<file path="src/rtl/tdpf_pkg.sv">
// tdpf_pkg: shared widths, limits and types for the trial-division prime finder.
// No dependencies; imported by every rtl module and the checker.
`timescale 1ns / 1ps

package tdpf_pkg;

    localparam int CAND_W          = 13;
    localparam int COUNT_W         = 11;
    localparam int TABLE_DEPTH     = 1024;
    localparam int ADDR_W          = 10;
    localparam int CANDIDATE_LIMIT = 8192;
    localparam int LIMIT_W         = 17;
    localparam int FIRST_CANDIDATE = 6;
    localparam int PRELOAD_COUNT   = 3;
    localparam int DIV_STEPS       = CAND_W;
    localparam int STEP_W          = 4;

    typedef logic [CAND_W-1:0]  cand_t;
    typedef logic [ADDR_W-1:0]  addr_t;
    typedef logic [COUNT_W-1:0] count_t;
    typedef logic [STEP_W-1:0]  step_t;

    // divider status back to the sequencer
    typedef struct packed {
        logic done;
        logic rem_zero;
    } div_status_t;

    // fixed primes held in the first table rows
    function automatic cand_t preload_prime(input logic [1:0] idx);
        cand_t p;
        case (idx)
            2'd0:    p = CAND_W'(2);
            2'd1:    p = CAND_W'(3);
            default: p = CAND_W'(5);
        endcase
        return p;
    endfunction

endpackage

</file>
<file path="src/rtl/tdpf_divider.sv">
// tdpf_divider: restoring remainder unit, one quotient bit per cycle.
// Reports only whether the remainder is zero. Depends on tdpf_pkg.
`timescale 1ns / 1ps

module tdpf_divider (
    input  logic                   clk,
    input  logic                   rst_n,
    input  logic                   start,
    input  tdpf_pkg::cand_t        dividend,
    input  tdpf_pkg::cand_t        divisor,
    output tdpf_pkg::div_status_t  status
);
    import tdpf_pkg::*;

    logic          run_reg;
    logic          done_reg;
    step_t         cnt_reg;
    cand_t         rem_reg;
    cand_t         dvd_reg;
    cand_t         dsr_reg;
    logic [CAND_W:0] trial;
    cand_t         rem_next;
    logic          last_step;

    assign trial     = {rem_reg, dvd_reg[CAND_W-1]};
    assign last_step = (cnt_reg == STEP_W'(DIV_STEPS - 1));

    // trial < 2*divisor, so the difference fits CAND_W bits
    always_comb
    begin
        if (trial >= {1'b0, dsr_reg})
        begin
            rem_next = CAND_W'(trial - {1'b0, dsr_reg});
        end
        else
        begin
            rem_next = trial[CAND_W-1:0];
        end
    end

    always_ff @(posedge clk or negedge rst_n)
    begin
        if (!rst_n)
        begin
            run_reg  <= 1'b0;
            done_reg <= 1'b0;
            cnt_reg  <= '0;
        end
        else
        begin
            done_reg <= run_reg && last_step;
            if (start)
            begin
                run_reg <= 1'b1;
                cnt_reg <= '0;
            end
            else if (run_reg)
            begin
                cnt_reg <= cnt_reg + STEP_W'(1);
                if (last_step)
                begin
                    run_reg <= 1'b0;
                end
            end
        end
    end

    always_ff @(posedge clk)
    begin
        if (start)
        begin
            rem_reg <= '0;
            dvd_reg <= dividend;
            dsr_reg <= divisor;
        end
        else if (run_reg)
        begin
            rem_reg <= rem_next;
            dvd_reg <= {dvd_reg[CAND_W-2:0], 1'b0};
        end
    end

    assign status.done     = done_reg;
    assign status.rem_zero = (rem_reg == '0);

endmodule

</file>
<file path="config.mk">
export PLATFORM = sky130hd
export DESIGN_NAME = tdpf_divider
export DESIGN_NICKNAME = d
export VERILOG_FILES = /design/src/rtl/tdpf_pkg.sv /design/src/rtl/tdpf_divider.sv
export SDC_FILE = /design/constraint.sdc
export NUM_CORES = 1
export LEC_CHECK = 0
export ABC_AREA = 1
export BUFFER_PORTS_ARGS = -buffer_cell sky130_fd_sc_hd__buf_2
export CORE_MARGIN = 2
export CORE_UTILIZATION = 45
export DETAILED_ROUTE_END_ITERATION = 16
export GPL_TIMING_DRIVEN = 0
export PLACE_DENSITY = 0.66
export SLEW_MARGIN = 25
export SYNTH_ARGS = -nofsm -noshare
export SYNTH_HDL_FRONTEND = slang
export SYNTH_SLANG_ARGS = --single-unit
</file>
<file path="constraint.sdc">
create_clock -name clk -period 1.9 [get_ports clk]
set_input_delay 0.285 -clock clk [delete_from_list [all_inputs] [get_ports clk]]
set_output_delay 0.285 -clock clk [all_outputs]
set_load 0.02 [all_outputs]
</file>
Yosys cells after proc, flatten, opt, wreduce, memory -nomap -nowiden. Index checks and enable logic that the tools add are counted.

Register bits: 45. Logic and storage cells: 21.

Add/sub/neg operators: 2. $lt $le $gt $ge: 1. Equal/unequal tests: 1. Mux-type cells: 8. Reductions and logical operators: 3.

Operators by type and width (number): 13-bit 2-to-1 mux (3); 14-bit by 13-bit >= comparator with 1-bit output (1); 13-bit zero test (1); 13-bit subtractor (1); 4-bit 2-to-1 mux (2); 4-bit by 1-bit adder with 4-bit output (second input constant) (1); 4-bit equality test (second input constant) (1); 1-bit 2-to-1 mux (3); 2-bit nonzero test (1); 1-bit logical AND (1).

Logic depth before layout (Yosys ltp). Gate-level depths: netlist (run 1).

Word-level depth: 4. Gate-level depth with buffers: 12.

Least setup slack after synthesis (run 1). Ideal clock, no wire load.

Kind: register to register. Start: reg dvd_reg[12]. End: reg rem_reg[9]. Arrival time: 1631 ps. Slack: 156 ps. Cell stages (with the launch flop): 13. Buffers on the path: 1. Cells stage by stage: edfxtp_1 > inv_1 > ha_1 > fa_1 > inv_1 > nand2_1 > nand3_2 > nand2_2 > nand3_2 > buf_6 > nand3_2 > nand3_1 > nand2_1.

Word-level cells in the longest chain between the ends: 2.

RTL lines: start: declaration (RTL line tdpf_divider.sv:19) `cand_t dvd_reg;`; start signal: assignment (RTL line tdpf_divider.sv:73) `dvd_reg <= dividend;`; start signal: assignment (RTL line tdpf_divider.sv:79) `dvd_reg <= {dvd_reg[CAND_W-2:0], 1'b0};`; 13-bit subtractor or 14-bit by 13-bit >= comparator with 1-bit output (tied branches) (RTL line tdpf_divider.sv:33, tdpf_divider.sv:31); 13-bit 2-to-1 mux * (RTL line tdpf_divider.sv:31) `if (trial >= {1'b0, dsr_reg})`; end signal: assignment (RTL line tdpf_divider.sv:78) `rem_reg <= rem_next;`; end: declaration (RTL line tdpf_divider.sv:18) `cand_t rem_reg;`.

Every way passes the cells marked *; elsewhere a longest branch is shown, timed or not. A chain may end at the register's enable or synchronous reset.

Worst setup path in the final report (run 1).
Start: reg dsr_reg[0]. End: reg rem_reg[5].

Word-level cells in the longest chain between the ends: 2.

RTL lines: start: declaration (RTL line tdpf_divider.sv:20) `cand_t dsr_reg;`; start signal: assignment (RTL line tdpf_divider.sv:74) `dsr_reg <= divisor;`; 13-bit subtractor or 14-bit by 13-bit >= comparator with 1-bit output (tied branches) (RTL line tdpf_divider.sv:33, tdpf_divider.sv:31); 13-bit 2-to-1 mux * (RTL line tdpf_divider.sv:31).

Marked as above.

==> impl_metrics.toml, run 1 <==
[synth]
synth_ff_type = "edfxtp_1"
yosys.area_share.simple_pct = 33.8
synth_edf_count = 26
synthAdderAreaFrac_pct = 7.47
synth.area.top_cells = "edfxtp_1 28%, nand2_1 19%, dfxtp_1 9.4%"
synth_xor_area_share_pct = 1.89
muxShareOfSynthArea_pct = 0
synth_top_area_cell = "edfxtp_1"
postSynthCellCount = 371
yosysUniqueCellTypes = 27
synth_top_family_by_area = "simple AND/OR/NAND/NOR gates"
ys_seq_area_share_pct = 42.8
synth_seq_cells = 45
async_flop_share_pct = 13.3
synthTopCellsByCount = "139 x nand2_1, 68 x inv_1, 26 x edfxtp_1, 26 x nand3_1, 19 x nand4_1"
synth_most_common_cell = "nand2_1"
synth_area_sq_mm = 0.00278
synth_warnings = 0
syn-num-nets = 416
synth_compound_area_share_pct = 2.39
yosys.area.top_type_share_pct = 28.1
postSynthAreaPerCell_sq_um = 7.49

[placement]
io_buffers = 30
hpwlAfterDp_mm = 4.50
finalWeightedCongestion = 0.880

[die]
ios = 31
coreArea_sq_mm = 0.00596
start_util_pct = 46.7
die_h_microns = 82.6
fp.dieW_microns = 82.6
die-area_sq_mm = 0.00682
rows = 28

[routing]
drt_pass1_iterations = 4
routedWlPerCell_microns = 12.6
vias_per_cell = 4.91
vias = 2416
final_antenna_net_count = 0
drt-initial-drc-count = 71
drc = 0
routed_wl_mm = 6.20

[cts]
clk_pin_slew_ns = 0.08
root_buffer = "clkbuf_8"
cts_tree = "done"
clk_latency_ns = 0.30
clk_path_buf_depth = 2
h-tree-depth = 2
cts.sinks = 45
cts_made_buffers = 5

[global_route]
grt-ovfl-total = 0
antenna_found_initial = 0
grt_pass1_vias = 2249
grt_start_max_net_pins = 15
grt_use_met2_pct = 32.2
grtUsageMet3_pct = 3.37
grt_usage_pct = 18.8
use_met1_pct = 24.2
grt_pass1_wl_mm = 9.85
grt_most_used_layer = "met2"

[flow_run]
max-cap-violations = 0

[sta]
setup_viol_count_final = 0
rsz0062_at_grt = "true"
min_period_ns = 1.85
relSlewSlack_pct = 65.4
setup-tns-final_ns = 0
hold_violations = 0
worst_pin_slew_ns = 0.518
fmax_ghz = 0.541
fin_worst_skew_ns = 0.00439
min_period_over_period_pct = 97.3
drv_slew = 0

[critical_path]
path_common_cell = "nand2_1"
crit_path_max_fanout = 5
cp-end-kind = "flip-flop"
cp_slowest_cell = "edfxtp_1"
crit_arrival_ns = 2.05
slowest_delay_ns = 0.42
cp.required_ns = 2.10
crit_family = "simple AND/OR/NAND/NOR gates"
cp_cell_sequence = "ha_4, fa_2, inv_2, nand2_1, nand3_2, nand2_4, nand3_4, buf_8, nand2_1, nand3_2, nand2_1"
path_class = "reg -> reg"
crit_buf_inv = 2
critPathLaunchType = "flip-flop"

[finish]
drive_gt1_share_pct = 23.5
seq_area_sq_mm = 0.00120
fillers = 550
area_delta_synth_final_pct = 23.7
multi_input_area_sq_mm = 0.00147
fin_util_pct = 57.7
nNetsFinal = 461
antennaDiodeCount = 0

[power_and_ir_drop]
power_density_mw_per_mm2 = 1190
leakagePower_uw = 0.00176
ir_drop_v = 0.000512

[run_status]
status = "finished, final reports clean"

[hold_path]
min_path_type = "in -> reg"
[stage by stage]
stage                     area (sq um)  std cells  setup slack [ns]  hold WS (ns)  total power, uW
after floorplan                   2780        371             0.156       -0.0106             2540
after global placement            3020        476            -0.118         0.114             2910
after detailed placement          3020        476            -0.130         0.116             2930
after CTS                         3180        487            0.0105         0.152             3720
after global routing              3440        492           -0.0549         0.143             4400
final                             3440        492            0.0505         0.158             4110
[per-layer routing]
layer  part of all wire (%)  routed length (microns)
met5                      0                        0
met2                     49                     3060
met4                    1.5                       93
met1                     46                     2850
met3                    3.2                      201
[cells by family after synthesis]
kind of cell / Yosys count
compound gates: 11
flops: 45
buf+inv: 82
fa+ha+maj: 16
xor+xnor: 6
simple gates: 211
[what timing repair did]
item | 4_1_cts | 5_1_grt
pin swaps | 0 | 5
hold endpoints to repair | 6 | 0
endpoints found under the setup margin | 11 | 14
resized for setup | 6 | 41
buffers inserted | 2 | 4
gates cloned | 0 | 1
hold buffers | 1 | 0
[worst paths after layout]
check / from / endpoint / slack [ns] / cells after the start
max: dsr_reg[0]$_DFFE_PP_ / rem_reg[5]$_SDFFE_PP0P_ / 0.05 / 11
min: divisor[7] / dsr_reg[7]$_DFFE_PP_ / 0.16 / 1
max reg2reg: dsr_reg[0]$_DFFE_PP_ / rem_reg[5]$_SDFFE_PP0P_ / 0.05 / 11
min reg2reg: cnt_reg[3]$_DFFE_PN0P_ / cnt_reg[3]$_DFFE_PN0P_ / 0.47 / 1
max in group asynchronous: rst_n / run_reg$_DFF_PN0_ / 1.40 / 2
min in group asynchronous: rst_n / cnt_reg[3]$_DFFE_PN0P_ / 0.35 / 2
[where the power goes]
group | total, uW | leakage [uW] | switching, uW | internal, uW
combinational | 2020 | 0.00125 | 1120 | 904
sequential | 1380 | 0.000456 | 184 | 1200
clock | 705 | 0.0000552 | 315 | 390
total | 4110 | 0.00176 | 1620 | 2490
[cell type report]
type,instances,area share (%)
Inverter,72,7.86
Tap cell,75,2.73
Timing Repair Buffer,38,6.77
Clock buffer,6,2.11
Sequential cell,45,34.8
Multi-Input combinational cell,244,42.9
Buffer,10,1.82
Clock inverter,2,1.02
[cell usage in the layout (no fill, tap or decap), types with 6 or more instances in the layout]
cell / netlist / routed
a21oi_1: 6 / 6
buf_2: 4 / 31
buf_4: 1 / 8
dfrtp_1: 6 / 6
dfxtp_1: 13 / 8
edfxtp_1: 26 / 26
ha_4: 0 / 12
inv_1: 68 / 63
inv_2: 4 / 9
nand2_1: 139 / 136
nand3_1: 26 / 23
nand3_2: 6 / 8
nand4_1: 19 / 19
nor2_1: 11 / 11
Note: power is estimated with default switching activity, not from simulation.
==> run 2: changes to the inputs <==
Settings changed: BUFFER_PORTS_ARGS -buffer_cell sky130_fd_sc_hd__buf_2 to not set, DONT_BUFFER_PORTS set to 1, PLACE_DENSITY 0.66 to not set, SKIP_LAST_GASP set to 1.
==> impl_metrics.toml, run 2 (same netlist as run 1, synthesis figures left out) <==
[run_status]
status = "complete, but fails checks"
violations = "negative setup slack"

[routing]
vias = 2354
drt-initial-drc-count = 236
routedWlPerCell_microns = 14.3
drt_pass1_iterations = 4
final_antenna_net_count = 0
routed_wl_mm = 6.66
vias_per_cell = 5.05
drc = 0

[global_route]
grt_start_max_net_pins = 15
antenna_found_initial = 0
grt-ovfl-total = 0
grt_pass1_wl_mm = 10.4
grt_usage_pct = 20.6
grt_pass1_vias = 2255

[power_and_ir_drop]
leakagePower_uw = 0.00166
combPwrFrac_pct = 52.8
ir_drop_v = 0.000535
pwr-share-seq_pct = 33.1
swShare_pct = 42.2
pwr-share-clk_pct = 14.1
power.internal_uw = 2410
p_sw_uw = 1760
power_density_mw_per_mm2 = 1250

[finish]
nNetsFinal = 435
final_cells = 466
drive_gt1_share_pct = 20.5
area_delta_synth_final_pct = 19.7
layout_commonest_cell = "nand2_1"
final_cell_mix = "128 x nand2_1, 66 x inv_1, 26 x edfxtp_1, 20 x nand3_1, 19 x nand4_1"
fillers = 567
antennaDiodeCount = 0

[sta]
worst_pin_slew_ns = 0.514
min_period_ns = 1.92
fmax_ghz = 0.522
setup_ws_ns = -0.0172
rsz0062_at_grt = "true"
drv_slew = 0
setup_viol_count_final = 2
relSlewSlack_pct = 65.7
min_period_over_period_pct = 101
hold_ws_ns = 0.0704
hold_violations = 0
fin_worst_skew_ns = 0.00663

[critical_path]
crit_arrival_ns = 1.63
r2r_end = "rem_reg[11]$_SDFFE_PP0P_"
worstReg2RegStart = "dsr_reg[0]$_DFFE_PP_"
path_class = "reg -> out"
reg2reg_depth = 11
crit_path_max_fanout = 4
critPathLaunchType = "flip-flop"
cp_slowest_cell = "nor4_4"
cp.required_ns = 1.62
reg2reg_setup_slack_ns = -0.01
cp_cell_sequence = "nor4_4, nand4_1, nor4_4"
cp-end-kind = "output port"
slowest_delay_ns = 0.37
path_common_cell = "nor4_4"

[cts]
h-tree-depth = 2
root_buffer = "clkbuf_8"
cts_made_buffers = 5
clk_path_buf_depth = 2
cts_tree = "done"
cts.sinks = 45
clk_latency_ns = 0.30
clk_pin_slew_ns = 0.08

[die]
start_util_pct = 46.7
die-area_sq_mm = 0.00682
die_h_microns = 82.6
coreArea_sq_mm = 0.00596
rows = 28
ios = 31
fp.dieW_microns = 82.6

[hold_path]
min_path_type = "in -> reg"
hold_depth = 0
holdPathEnd = "dsr_reg[3]$_DFFE_PP_"
hp-start = "divisor[3]"

[placement]
hpwlAfterDp_mm = 4.54
io_buffers = 0
finalWeightedCongestion = 0.838
place_inst = 446

[flow_run]
max-cap-violations = 0
## run 2: cell types whose count changed in the layout (fill, tap and decap cells not counted), moves of 3 or more
cell,delta
inv_1,+3
nand3_1,-3
nand2_2,+8
nand2_1,-8
ha_4,-3
inv_2,-3
buf_2,-28
## run 2: power by group through the flow
stage | sequential (uW) | combinational, uW | clock (uW)
2_1_floorplan | 1290 | 1260 | 0
3_5_place_dp | 1330 | 1570 | 0
4_1_cts | 1350 | 1920 | 600
3_3_place_gp | 1320 | 1570 | 0
6_report | 1380 | 2200 | 587
5_1_grt | 1400 | 2400 | 642
## run 2: area by class of cell
class / instances / area [sq um] / share of cell area, %
inverter: 72 / 270 / 8.12
clock buffer: 7 / 76.3 / 2.29
tap: 75 / 93.8 / 2.82
clock inverter: 1 / 7.51 / 0.226
timing repair buffer: 12 / 120 / 3.61
buffer: 10 / 60.1 / 1.80
multi-input combinational: 244 / 1500 / 45.1
sequential: 45 / 1200 / 36.1
## run 2: worst max-delay path by stage
stage	slack (ns)	start	depth (start not counted)	end
after floorplan	0.16	dvd_reg[12]$_DFFE_PP_	12	rem_reg[9]$_SDFFE_PP0P_
after global placement	-0.14	dsr_reg[0]$_DFFE_PP_	11	rem_reg[5]$_SDFFE_PP0P_
after detailed placement	-0.16	dvd_reg[12]$_DFFE_PP_	12	rem_reg[5]$_SDFFE_PP0P_
after CTS	-0.03	rem_reg[4]$_SDFFE_PP0P_	3	status[0]
after global routing	-0.07	dsr_reg[0]$_DFFE_PP_	11	rem_reg[11]$_SDFFE_PP0P_
final	-0.02	rem_reg[12]$_SDFFE_PP0P_	3	status[0]
## run 2: repair_timing
item / CTS / global route
buffers inserted: 7 / 4
pin swaps: 8 / 11
resized for setup: 30 / 26
endpoints found under the setup margin: 12 / 14
hold buffers: 1 / 0
gates cloned: 1 / 0
hold endpoints to repair: 6 / 0
## run 2: critical path: cells and delay by family (launching register included)
| kind | cells | cell delay, ns |
|---|---|---|
| flip-flops | 1 | 0.36 |
| AND/OR/NAND/NOR | 3 | 0.97 |
## run 2: through the flow
stage | setup WS [ns] | power, uW | TNS (ns) | util [%] | cell area [sq um]
finish | -0.0172 | 4170 | -0.0290 | 55.9 | 3330
global route | -0.0713 | 4440 | -0.660 | 55.9 | 3330
CTS | -0.0289 | 3870 | -0.0758 | 53.3 | 3180
detailed placement | -0.160 | 2900 | -1.44 | 48.3 | 2870
global placement | -0.138 | 2890 | -1.17 | 48.3 | 2870
floorplan | 0.156 | 2540 | 0 | - | 2780
## run 2: per-layer routing
metal,wire length [microns],global-route usage (%),part of all wire (%),vias to the layer above
li1,-,-,-,1208
met1,2820,25.4,42,1064
met2,3330,35.3,50,67
met3,350,2.93,5.3,15
met4,156,9.84,2.3,0
met5,0,0,0,-
